## src/rtl/core/path_component_splitter_macros.svh

```systemverilog
// Assertion macros used by the path component splitter top level.
`ifndef PATH_COMPONENT_SPLITTER_MACROS_SVH
`define PATH_COMPONENT_SPLITTER_MACROS_SVH

// Same-cycle implication, checked outside reset.
`define PCS_ASSERT_IMPL(lbl, clk, rst_n, ante, cons, msg) \
  lbl: assert property (@(posedge clk) disable iff (!(rst_n)) (ante) |-> (cons)) \
    else $error(msg);

// Next-cycle implication, checked outside reset.
`define PCS_ASSERT_NEXT(lbl, clk, rst_n, ante, cons, msg) \
  lbl: assert property (@(posedge clk) disable iff (!(rst_n)) (ante) |=> (cons)) \
    else $error(msg);

`endif

```

## src/rtl/core/pcs_pkg.sv

```systemverilog
// Types and constants of the path component splitter.
`default_nettype none
package pcs_pkg;

  localparam int unsigned MaxNameLenDefault = 255;
  localparam int unsigned MaxDepthDefault   = 16;

  localparam logic [7:0] ChSep = 8'd47;
  localparam logic [7:0] ChDot = 8'd46;
  localparam logic [7:0] ChEnd = 8'd0;

  typedef enum logic [2:0] {
    EV_NONE      = 3'd0,
    EV_BYTE      = 3'd1,
    EV_COMP      = 3'd2,
    EV_PATH      = 3'd3,
    EV_COMP_PATH = 3'd4,
    EV_ERROR     = 3'd5
  } event_e;

  typedef enum logic [1:0] {
    ERR_NONE     = 2'd0,
    ERR_TOO_DEEP = 2'd1,
    ERR_TOO_LONG = 2'd2,
    ERR_DOTS     = 2'd3
  } err_e;

  typedef struct packed {
    event_e     event_res;
    logic [7:0] name_byte;
    logic [7:0] position;
    logic [7:0] component_length;
    logic [4:0] components_seen;
    err_e       error_code;
  } result_t;

  typedef struct packed {
    logic       between;
    logic [4:0] depth;
  } status_t;

endpackage
`default_nettype wire

```

## src/rtl/core/pcs_parser.sv

```systemverilog
// Parse state and per-byte result logic of the path component splitter.
`default_nettype none
module pcs_parser #(
  parameter int unsigned MAX_NAME_LEN = pcs_pkg::MaxNameLenDefault,
  parameter int unsigned MAX_DEPTH    = pcs_pkg::MaxDepthDefault
) (
  input  wire logic              clk_i,
  input  wire logic              rst_ni,
  input  wire logic              step_i,
  input  wire logic [7:0]        byte_i,
  output pcs_pkg::result_t       result_o,
  output pcs_pkg::status_t       status_o
);
  import pcs_pkg::*;

  typedef enum logic [1:0] {
    MODE_BETWEEN = 2'd0,
    MODE_NAME    = 2'd1,
    MODE_ERROR   = 2'd2
  } mode_e;

  localparam logic [7:0] NameLimit  = MAX_NAME_LEN[7:0];
  localparam logic [4:0] DepthLimit = MAX_DEPTH[4:0];

  mode_e      mode_q, mode_d;
  logic [7:0] count_q, count_d;
  logic [4:0] depth_q, depth_d;
  logic       dots_q, dots_d;

  logic       take;
  logic [7:0] base_count;
  logic       base_dots;
  logic       is_sep, is_end;
  logic [4:0] depth_inc;
  result_t    res;

  assign is_sep    = (byte_i == ChSep);
  assign is_end    = (byte_i == ChEnd);
  assign depth_inc = depth_q + 5'd1;

  always_comb begin
    res        = '0;
    mode_d     = mode_q;
    count_d    = count_q;
    depth_d    = depth_q;
    dots_d     = dots_q;
    take       = 1'b0;
    base_count = count_q;
    base_dots  = dots_q;

    case (mode_q)
      MODE_BETWEEN: begin
        if (is_sep) begin
          res.event_res = EV_NONE;
        end else if (is_end) begin
          res.event_res       = EV_PATH;
          res.components_seen = depth_q;
          mode_d  = MODE_BETWEEN;
          count_d = '0;
          depth_d = '0;
          dots_d  = 1'b1;
        end else if (depth_q >= DepthLimit) begin
          res.event_res  = EV_ERROR;
          res.error_code = ERR_TOO_DEEP;
          mode_d = MODE_ERROR;
        end else begin
          take       = 1'b1;
          base_count = '0;
          base_dots  = 1'b1;
        end
      end
      MODE_NAME: begin
        if (is_sep || is_end) begin
          if (dots_q && (count_q == 8'd1 || count_q == 8'd2)) begin
            res.event_res  = EV_ERROR;
            res.error_code = ERR_DOTS;
            if (is_end) begin
              mode_d  = MODE_BETWEEN;
              count_d = '0;
              depth_d = '0;
              dots_d  = 1'b1;
            end else begin
              mode_d = MODE_ERROR;
            end
          end else begin
            res.event_res        = is_end ? EV_COMP_PATH : EV_COMP;
            res.component_length = count_q;
            res.components_seen  = depth_inc;
            mode_d  = MODE_BETWEEN;
            count_d = '0;
            dots_d  = 1'b1;
            depth_d = is_end ? 5'd0 : depth_inc;
          end
        end else begin
          take = 1'b1;
        end
      end
      default: begin
        // Error mode swallows bytes until the terminator restarts parsing.
        if (is_end) begin
          mode_d  = MODE_BETWEEN;
          count_d = '0;
          depth_d = '0;
          dots_d  = 1'b1;
        end
      end
    endcase

    if (take) begin
      count_d = base_count;
      dots_d  = base_dots;
      if (base_count >= NameLimit) begin
        res.event_res  = EV_ERROR;
        res.error_code = ERR_TOO_LONG;
        mode_d = MODE_ERROR;
      end else begin
        res.event_res = EV_BYTE;
        res.name_byte = byte_i;
        res.position  = base_count;
        count_d = base_count + 8'd1;
        dots_d  = base_dots & (byte_i == ChDot);
        mode_d  = MODE_NAME;
      end
    end
  end

  always_ff @(posedge clk_i or negedge rst_ni) begin
    if (!rst_ni) begin
      mode_q  <= MODE_BETWEEN;
      count_q <= '0;
      depth_q <= '0;
      dots_q  <= 1'b1;
    end else if (step_i) begin
      mode_q  <= mode_d;
      count_q <= count_d;
      depth_q <= depth_d;
      dots_q  <= dots_d;
    end
  end

  assign result_o         = res;
  assign status_o.between = (mode_q == MODE_BETWEEN);
  assign status_o.depth   = depth_q;

endmodule
`default_nettype wire

```

## src/rtl/core/pcs_out_stage.sv

```systemverilog
// Result register of the path component splitter.
`default_nettype none
module pcs_out_stage (
  input  wire logic              clk_i,
  input  wire logic              rst_ni,
  input  wire logic              load_i,
  input  wire pcs_pkg::result_t  result_i,
  input  wire logic              stall_i,
  output logic                   ready_o,
  output logic                   valid_o,
  output pcs_pkg::result_t       result_o
);
  import pcs_pkg::*;

  logic    valid_q, valid_d;
  result_t data_q;

  // The register can take a new result when empty or when its transfer completes now.
  assign ready_o = !valid_q || !stall_i;
  assign valid_d = load_i || (valid_q && stall_i);

  always_ff @(posedge clk_i or negedge rst_ni) begin
    if (!rst_ni) begin
      valid_q <= 1'b0;
    end else begin
      valid_q <= valid_d;
    end
  end

  always_ff @(posedge clk_i) begin
    if (load_i) begin
      data_q <= result_i;
    end
  end

  assign valid_o  = valid_q;
  assign result_o = data_q;

endmodule
`default_nettype wire

```

## src/rtl/core/path_component_splitter.sv

```systemverilog
// An accepted byte is held in the input register; its result is then loaded into the result register.
// Throughput: one byte per cycle unless out_stall_i holds the result register full; the parse
// state updates in a single step between the input register and the result register.
// Exactly one result is produced per byte.
// Reset (rst_ni low, asynchronous) empties both registers and returns the parser
// to the between-components state with zero depth.
`default_nettype none
`include "path_component_splitter_macros.svh"
module path_component_splitter #(
  parameter int unsigned MAX_NAME_LEN = pcs_pkg::MaxNameLenDefault,
  parameter int unsigned MAX_DEPTH    = pcs_pkg::MaxDepthDefault
) (
  input  wire logic        clk_i,
  input  wire logic        rst_ni,
  input  wire logic        in_valid_i,
  output logic             in_stall_o,
  input  wire logic [7:0]  path_byte_i,
  output logic             out_valid_o,
  input  wire logic        out_stall_i,
  output logic [2:0]       event_res_o,
  output logic [7:0]       name_byte_o,
  output logic [7:0]       position_o,
  output logic [7:0]       component_length_o,
  output logic [4:0]       components_seen_o,
  output logic [1:0]       error_code_o
);
  import pcs_pkg::*;

  logic       in_valid_q, in_valid_d;
  logic [7:0] in_byte_q;
  logic       out_ready;
  logic       step;
  logic       in_take;
  result_t    step_res;
  result_t    out_res;
  status_t    status;

  assign step       = in_valid_q && out_ready;
  assign in_stall_o = in_valid_q && !out_ready;
  assign in_take    = in_valid_i && !in_stall_o;
  assign in_valid_d = in_take || (in_valid_q && !out_ready);

  always_ff @(posedge clk_i or negedge rst_ni) begin
    if (!rst_ni) begin
      in_valid_q <= 1'b0;
    end else begin
      in_valid_q <= in_valid_d;
    end
  end

  always_ff @(posedge clk_i) begin
    if (in_take) begin
      in_byte_q <= path_byte_i;
    end
  end

  pcs_parser #(
    .MAX_NAME_LEN(MAX_NAME_LEN),
    .MAX_DEPTH   (MAX_DEPTH)
  ) u_parser (
    .clk_i   (clk_i),
    .rst_ni  (rst_ni),
    .step_i  (step),
    .byte_i  (in_byte_q),
    .result_o(step_res),
    .status_o(status)
  );

  pcs_out_stage u_out (
    .clk_i   (clk_i),
    .rst_ni  (rst_ni),
    .load_i  (step),
    .result_i(step_res),
    .stall_i (out_stall_i),
    .ready_o (out_ready),
    .valid_o (out_valid_o),
    .result_o(out_res)
  );

  assign event_res_o        = out_res.event_res;
  assign name_byte_o        = out_res.name_byte;
  assign position_o         = out_res.position;
  assign component_length_o = out_res.component_length;
  assign components_seen_o  = out_res.components_seen;
  assign error_code_o       = out_res.error_code;

  `PCS_ASSERT_IMPL(a_stall_needs_item, clk_i, rst_ni, in_stall_o, in_valid_q && out_valid_o, "stall without a held byte and result")
  `PCS_ASSERT_NEXT(a_end_clears, clk_i, rst_ni, step && (in_byte_q == ChEnd), status.between && (status.depth == 5'd0), "terminator did not clear the parse state")
  `PCS_ASSERT_IMPL(a_depth_bound, clk_i, rst_ni, 1'b1, {27'd0, status.depth} <= MAX_DEPTH, "depth beyond its limit")
  `PCS_ASSERT_IMPL(a_pos_bound, clk_i, rst_ni, out_valid_o && (out_res.event_res == EV_BYTE), {24'd0, out_res.position} < MAX_NAME_LEN, "name byte position beyond the name limit")

endmodule
`default_nettype wire

```

## config.mk

```make
export PLATFORM = sky130hd
export DESIGN_NAME = path_component_splitter
export DESIGN_NICKNAME = d
export VERILOG_FILES = /design/src/rtl/core/pcs_pkg.sv /design/src/rtl/core/pcs_parser.sv /design/src/rtl/core/pcs_out_stage.sv /design/src/rtl/core/path_component_splitter.sv
export VERILOG_INCLUDE_DIRS = /design/src /design/src/rtl/core
export SDC_FILE = /design/constraint.sdc
export NUM_CORES = 1
export LEC_CHECK = 0
export BUFFER_PORTS_ARGS = -buffer_cell sky130_fd_sc_hd__buf_4
export CAP_MARGIN = 20
export CORE_AREA = 4 4 79 81
export CTS_BUF_LIST = sky130_fd_sc_hd__clkbuf_8
export DETAILED_ROUTE_END_ITERATION = 10
export DIE_AREA = 0 0 83 85
export PLACE_DENSITY_LB_ADDON = 0.2
export SLEW_MARGIN = 20
export SYNTH_ARGS = -nofsm -noshare
export SYNTH_HDL_FRONTEND = slang
export SYNTH_SLANG_ARGS = --single-unit
export TNS_END_PERCENT = 20
```

## constraint.sdc

```tcl
create_clock -name clk_i -period 7.3 [get_ports clk_i]
set_clock_uncertainty 0.2 [all_clocks]
set_input_delay 0.73 -clock clk_i [delete_from_list [all_inputs] [get_ports clk_i]]
set_output_delay 0.73 -clock clk_i [all_outputs]
set_load 0.02 [all_outputs]
```

# == Word level (Yosys, flattened, before mapping) ==
# Cells that the tools add are included.
# totals
reg_bits,60
in_bits,12
out_inout_bits,36
elab_cells,116
# op_classes
n_addsub,2
order_cmp,2
eq_ne,10
n_mux,63
n_bitwise,4
n_reduce_logical,22
# ops
cell,n
$mux W8,10
$mux W5,7
$mux W2,13
$mux W3,7
$mux W19,1
$eq A8 B6 Y1 const B,2
$mux W16,1
$pmux W8 S2,1
$mux W1,15
$mux W7,2
$pmux W7 S2,1
$pmux W5 S2,1
$add A8 B1 Y8 const B,1
$eq A8 B1 Y1 const B,1
$eq A8 B2 Y1 const B,1
$ge A8 B8 Y1 const B,1
$logic_not A8 Y1,1
$pmux W3 S2,1
$reduce_and A3 Y1,2
$add A5 B1 Y5 const B,1
$ge A5 B5 Y1 const B,1
$logic_and A1 B1 Y1,5
$logic_or A1 B1 Y1,5
$reduce_and A5 Y1,1
other kinds (15),21

# == Depth between registers and ports, before layout ==
# logic_depth
word_depth,8
mapped_depth,11
mapped_depth_nobuf,10

# == Modules after synthesis ==
# A second synthesis with hierarchy kept.
# hier_totals
hier_cells,247
hier_area_um2,2905.3
# modules_own_cells
mod,instances,cells_each,area_each_um2,seq_area_each_um2
pcs_parser,1,196,1544.0,401.6
pcs_out_stage,1,37,1057.3,1046.0
path_component_splitter,1,14,304.0,265.3

# == Worst setup path after synthesis ==
# Ideal clock, no wire load.
# synth_timing
path_kind,register -> register
from,register in_byte_q[5]
to,register u_out.data_q (netlist bit u_out.result_o[23]) (data pin)
setup_time_ps,131
arrival_time_ps,2798
required_time_ps,6969
setup_slack_ps,4170
stages_incl_launch_ff,12
n_path_buf,2
synth_period_minus_slack_ps,3130
cell_sequence,edfxtp_1 -> and4_1 -> and3_1 -> buf_4 -> or3_1 -> and2_1 -> ha_1 -> and2_1 -> a41o_1 -> nor4_1 -> clkbuf_1 -> and2_1
# synth_between
elab_chain_cells,6
elab_cells_between_ends,13
classes_between,order compare: 1; eq/ne: 1; mux: 7; bitwise: 1; reduce/logical: 3
# synth_lines
element,line_no,source
"start, declared",path_component_splitter.sv:30,logic [7:0] in_byte_q;
"start signal, assigned",path_component_splitter.sv:53,in_byte_q <= path_byte_i;
$logic_not A8 Y1,pcs_parser.sv:38,assign is_end = (byte_i == ChEnd);
$mux W8,pcs_parser.sv:55,end else if (is_end) begin
$mux W8 (*),pcs_parser.sv:53,if (is_sep) begin
$mux W8 (*),pcs_parser.sv:51,case (mode_q)
net u_parser.base_count[1],pcs_parser.sv:31,logic [7:0] base_count;
$ge A8 B8 Y1 (*),pcs_parser.sv:112,if (base_count >= NameLimit) begin
$reduce_or A2 Y1 (no source line) (*),n/a,
"end signal, assigned",pcs_out_stage.sv:32,data_q <= result_i;
"end, declared",pcs_out_stage.sv:16,result_t data_q;
# The timed path passes the listed nets; every way through them passes the cells marked *.
# A chain may end at the register's enable or synchronous reset.

# == Final worst setup path ==
# layout_timing
from,register in_byte_q[4]
to,register u_out.data_q (netlist bit u_out.result_o[17]) (data pin)
# The elaborated chain is that of the path after synthesis.

==> flow_summary.rst <==
.. list-table::
   :header-rows: 1

   * - Metric
     - Value
   * - Run status
     - finished, final reports clean
   * - Die extent in x
     - 83 um
   * - Die Ht
     - 85 um
   * - Fraction of the yosys area taken by sequential cells
     - 60.9%
   * - RePlAce Congestion
     - 0.935
   * - Post-DP HPWL
     - 3950 um
   * - Global router's overall resource usage
     - 16.8%
   * - Starting utilization of the core area
     - 51.4%
   * - Largest voltage drop on the vdd net
     - 135 uV
   * - Drt via density
     - 5.63
   * - Overall via count from detail_route
     - 2027
   * - Logic gate share of total power
     - 19.6%
   * - Critical path data required time
     - 7190 ps
   * - Critical path's slowest cell
     - sky130_fd_sc_hd__nor3_1
   * - Worst path buffer plus inverter count
     - 0
   * - Clock tree from TritonCTS
     - built
   * - Switching power of the nets
     - 0.000257 W
   * - Final hold viol count
     - 0
   * - Number of DRC violations after detailed routing
     - 0
   * - Power per unit of standard cell area
     - 258 nW/um2
   * - Final Max Tran Viols
     - 0
   * - Initial antenna violation count
     - 0
   * - First-pass iteration count of the detailed router
     - 4
   * - Setup Crit Path Kind
     - flop to flop
   * - Nature of the critical path endpoint
     - flop
   * - Critical Path AT
     - 3420 ps
   * - Total of hold buffers inserted after clock tree synthesis
     - 0
   * - Post-Place Cell Area
     - 3240 um2
   * - Sum of routed wire length over all layers
     - 5550 um
   * - Core Box Area
     - 5470 um2
   * - Count of port buffers added during placement
     - 47
   * - Final-report setup violation count
     - 0
   * - Antenna diode count
     - 0
   * - Latest clock arrival within the worst-skew pair
     - 340 ps
   * - Most common library cell in the layout ignoring fill and taps
     - sky130_fd_sc_hd__buf_4
   * - Top library cells by usage in the layout, fill and taps aside
     - 49 x sky130_fd_sc_hd__buf_4, 42 x sky130_fd_sc_hd__edfxtp_1, 25 x sky130_fd_sc_hd__and2_1
   * - Count of filler cells inserted in the layout
     - 456
   * - Time the worst path needs with I/O delays and setup
     - 3530 ps
   * - Cell at the root of the clock tree
     - sky130_fd_sc_hd__clkbuf_8
   * - Leakage power of the design
     - 1.40 nW
   * - Post-cts gate resize count
     - 0
   * - Die area
     - 7060 um2
   * - Async SR Flop Fraction
     - 30.0%
   * - Netlist Area Pre-Place
     - 2810 um2
   * - Antenna-violating nets left
     - 0
   * - Maximum root-to-sink buffer count
     - 2
   * - WHS
     - 59.3 ps
   * - Number of primary I/O pins
     - 48
   * - Setup_tns
     - 0 ps
   * - Gate family responsible for the most delay along the worst path
     - simple AND/OR/NAND/NOR gates
   * - Count of flip-flops with a built-in enable after synthesis
     - 42
   * - RSZ-0062 raised after global routing
     - no
   * - Clock transition at the registers of the reported paths
     - 60 ps
   * - Syn Area/Cell
     - 12.2 um2
   * - Vias in the first global route
     - 1947
   * - Path category of the worst min-delay check
     - input port to async pin
   * - Count of yosys warnings during synthesis
     - 0
   * - Ratio of cells with drive above 1 in the final layout
     - 26.0%
   * - Relative slew margins
     - 49.2%
   * - Clock sink total
     - 60
   * - Post-route core utilization
     - 62.5%
   * - Crit path largest cell delay
     - 620 ps
   * - Most used DFF post-synth
     - sky130_fd_sc_hd__edfxtp_1
   * - TritonCTS buffer count
     - 9
   * - Final cycle utilization of the critical path
     - 48.3%
   * - Post-Synthesis Cells
     - 230
   * - Overall overflow remaining after global route
     - 0
   * - Number of levels the H-tree was split into
     - 3
   * - Maximum number of pins on one net before global-route repair
     - 23
   * - Clk pwr share
     - 31.7%
   * - Launching element type of the critical path
     - flop
   * - Post-route worst setup slack
     - 3770 ps
   * - Number of rows in the core area
     - 27
   * - Post-synthesis sequential element count
     - 60
   * - Chain of cells forming the critical path
     - nor3_1, and3_1, or3_1, and2_1, ha_1, nand2_1, nor3_1, nor2_1, and2_1
   * - Internal power contribution
     - 0.000626 W
   * - Drt initial violations
     - 152
   * - Sequential cell fraction of total power
     - 48.7%
   * - Wire length of the first global-routing pass
     - 9280 um
   * - # Post-CTS Setup Buffers
     - 0
   * - Switching power as a share of total power
     - 29.1%
   * - Maxcap violations
     - 0
   * - Layout net count
     - 298
   * - Count of different cell masters after synthesis
     - 56
   * - Post-synthesis net count
     - 245
   * - Area growth from synthesis to final layout
     - 21.6%
   * - Final standard cell area without fillers
     - 3420 um2
   * - Top fanout value on the critical path
     - 11
   * - Max Freq
     - 283 MHz
   * - Worst slack at placement
     - 3810 ps
   * - Routed WL per cell
     - 15.4 um
   * - Worst Max-Slew Pin Slew
     - 762 ps
==> kinds of logic after synthesis <==
kind of cell    count (synthesis)  synth area share [%]
flops                          60                  60.9
mux                             3                  1.16
compound gates                 51                  13.9
buf+inv                        14                  2.14
simple gates                   96                  19.6
xor+xnor                        3                 0.935
fa+ha+maj                       3                  1.34
==> through the flow <==
stage	total power (W)	instances
2_1_floorplan	0.000546	230
3_3_place_gp	0.000609	344
3_5_place_dp	0.000610	344
4_1_cts	0.000888	360
5_1_grt	0.000926	360
6_report	0.000883	360
==> routing by layer <==
| layer | global-route usage (%) | share of wire, % |
|---|---|---|
| met3 | 4.76 | 5.6 |
| met1 | 18.9 | 41 |
| met4 | 11.0 | 3.4 |
| met5 | 0 | 0 |
| met2 | 27.9 | 50 |
==> worst register-to-register path, delay by kind of cell, from the launching register on <==
kind          cells  cell delay (ps)
simple gates      8             2460
flops             1              380
fa+ha+maj         1              240
==> power by group through the flow <==
| stage | Clock [W] | Sequential [W] | Combinational [W] |
|---|---|---|---|
| after CTS | 0.000285 | 0.000429 | 0.000174 |
| final | 0.000279 | 0.000430 | 0.000173 |
| after global routing | 0.000304 | 0.000434 | 0.000188 |
| after floorplan | 0 | 0.000449 | 0.0000971 |
| after detailed placement | 0 | 0.000436 | 0.000174 |
| after global placement | 0 | 0.000435 | 0.000174 |
==> cell type report <==
class	instances	area (um2)	area share (%)
Clock inverter	7	58.8	1.72
Sequential cell	60	1710	50.1
Inverter	7	26.3	0.769
Clock buffer	9	124	3.62
Multi-Input combinational cell	156	1040	30.4
Timing Repair Buffer	49	368	10.8
Tap cell	72	90.1	2.64
==> cells in the mapped netlist (2+ instances only) <==
library cell                count  area [um2]
sky130_fd_sc_hd__nand2_1       12        45.0
sky130_fd_sc_hd__and3_1         3        18.8
sky130_fd_sc_hd__nor2b_1        2        12.5
sky130_fd_sc_hd__nor4_1         3        18.8
sky130_fd_sc_hd__a31oi_1        4        25.0
sky130_fd_sc_hd__inv_1          7        26.3
sky130_fd_sc_hd__clkbuf_1       3        11.3
sky130_fd_sc_hd__and4_1         2        17.5
sky130_fd_sc_hd__a21oi_1       14        70.1
sky130_fd_sc_hd__or3_1          4        25.0
sky130_fd_sc_hd__nor2_1        11        41.3
sky130_fd_sc_hd__o21ai_0        2        10.0
sky130_fd_sc_hd__and2_1        25         156
sky130_fd_sc_hd__a22o_1         3        26.3
sky130_fd_sc_hd__nand3_1       10        50.1
sky130_fd_sc_hd__buf_2          3        15.0
sky130_fd_sc_hd__ha_1           3        37.5
sky130_fd_sc_hd__o2bb2ai_1      4        35.0
sky130_fd_sc_hd__a21o_1         2        15.0
sky130_fd_sc_hd__dfrtp_1       17         425
sky130_fd_sc_hd__o22a_1         3        26.3
sky130_fd_sc_hd__o21ai_1        2        10.0
sky130_fd_sc_hd__edfxtp_1      42        1260
sky130_fd_sc_hd__nor3_1        10        50.1
sky130_fd_sc_hd__nand2b_1       5        31.3
sky130_fd_sc_hd__nand4_1        3        18.8
sky130_fd_sc_hd__xor2_1         2        17.5
==> final timing paths <==
kind                                              from                               end  slack (ps)  cells past startpoint
worst min register to register    in_valid_q$_DFF_PN0_           u_out.valid_o$_DFF_PN0_         290                      1
worst min-delay path                            rst_ni   u_parser.depth_q[2]$_DFFE_PN0P_          60                      1
max in group asynchronous                       rst_ni       u_parser.dots_q$_DFFE_PN1P_        6580                      1
worst max-delay path            in_byte_q[4]$_DFFE_PP_  u_out.result_o[17]$_SDFFCE_PN0P_        3770                      9
worst max register to register  in_byte_q[4]$_DFFE_PP_  u_out.result_o[17]$_SDFFCE_PN0P_        3770                      9
min in group clk_i                in_valid_q$_DFF_PN0_           u_out.valid_o$_DFF_PN0_         290                      1
==> registers in the layout (all words and copies together), names as in the netlist <==
signal	cells
in_byte_q	8
in_valid_q	1
u_out.result_o	34
u_out.valid_o	1
u_parser.count_q	8
u_parser.depth_q	5
u_parser.dots_q	1
u_parser.mode_q	2
No activity file was read; power rests on OpenSTA's default activity.
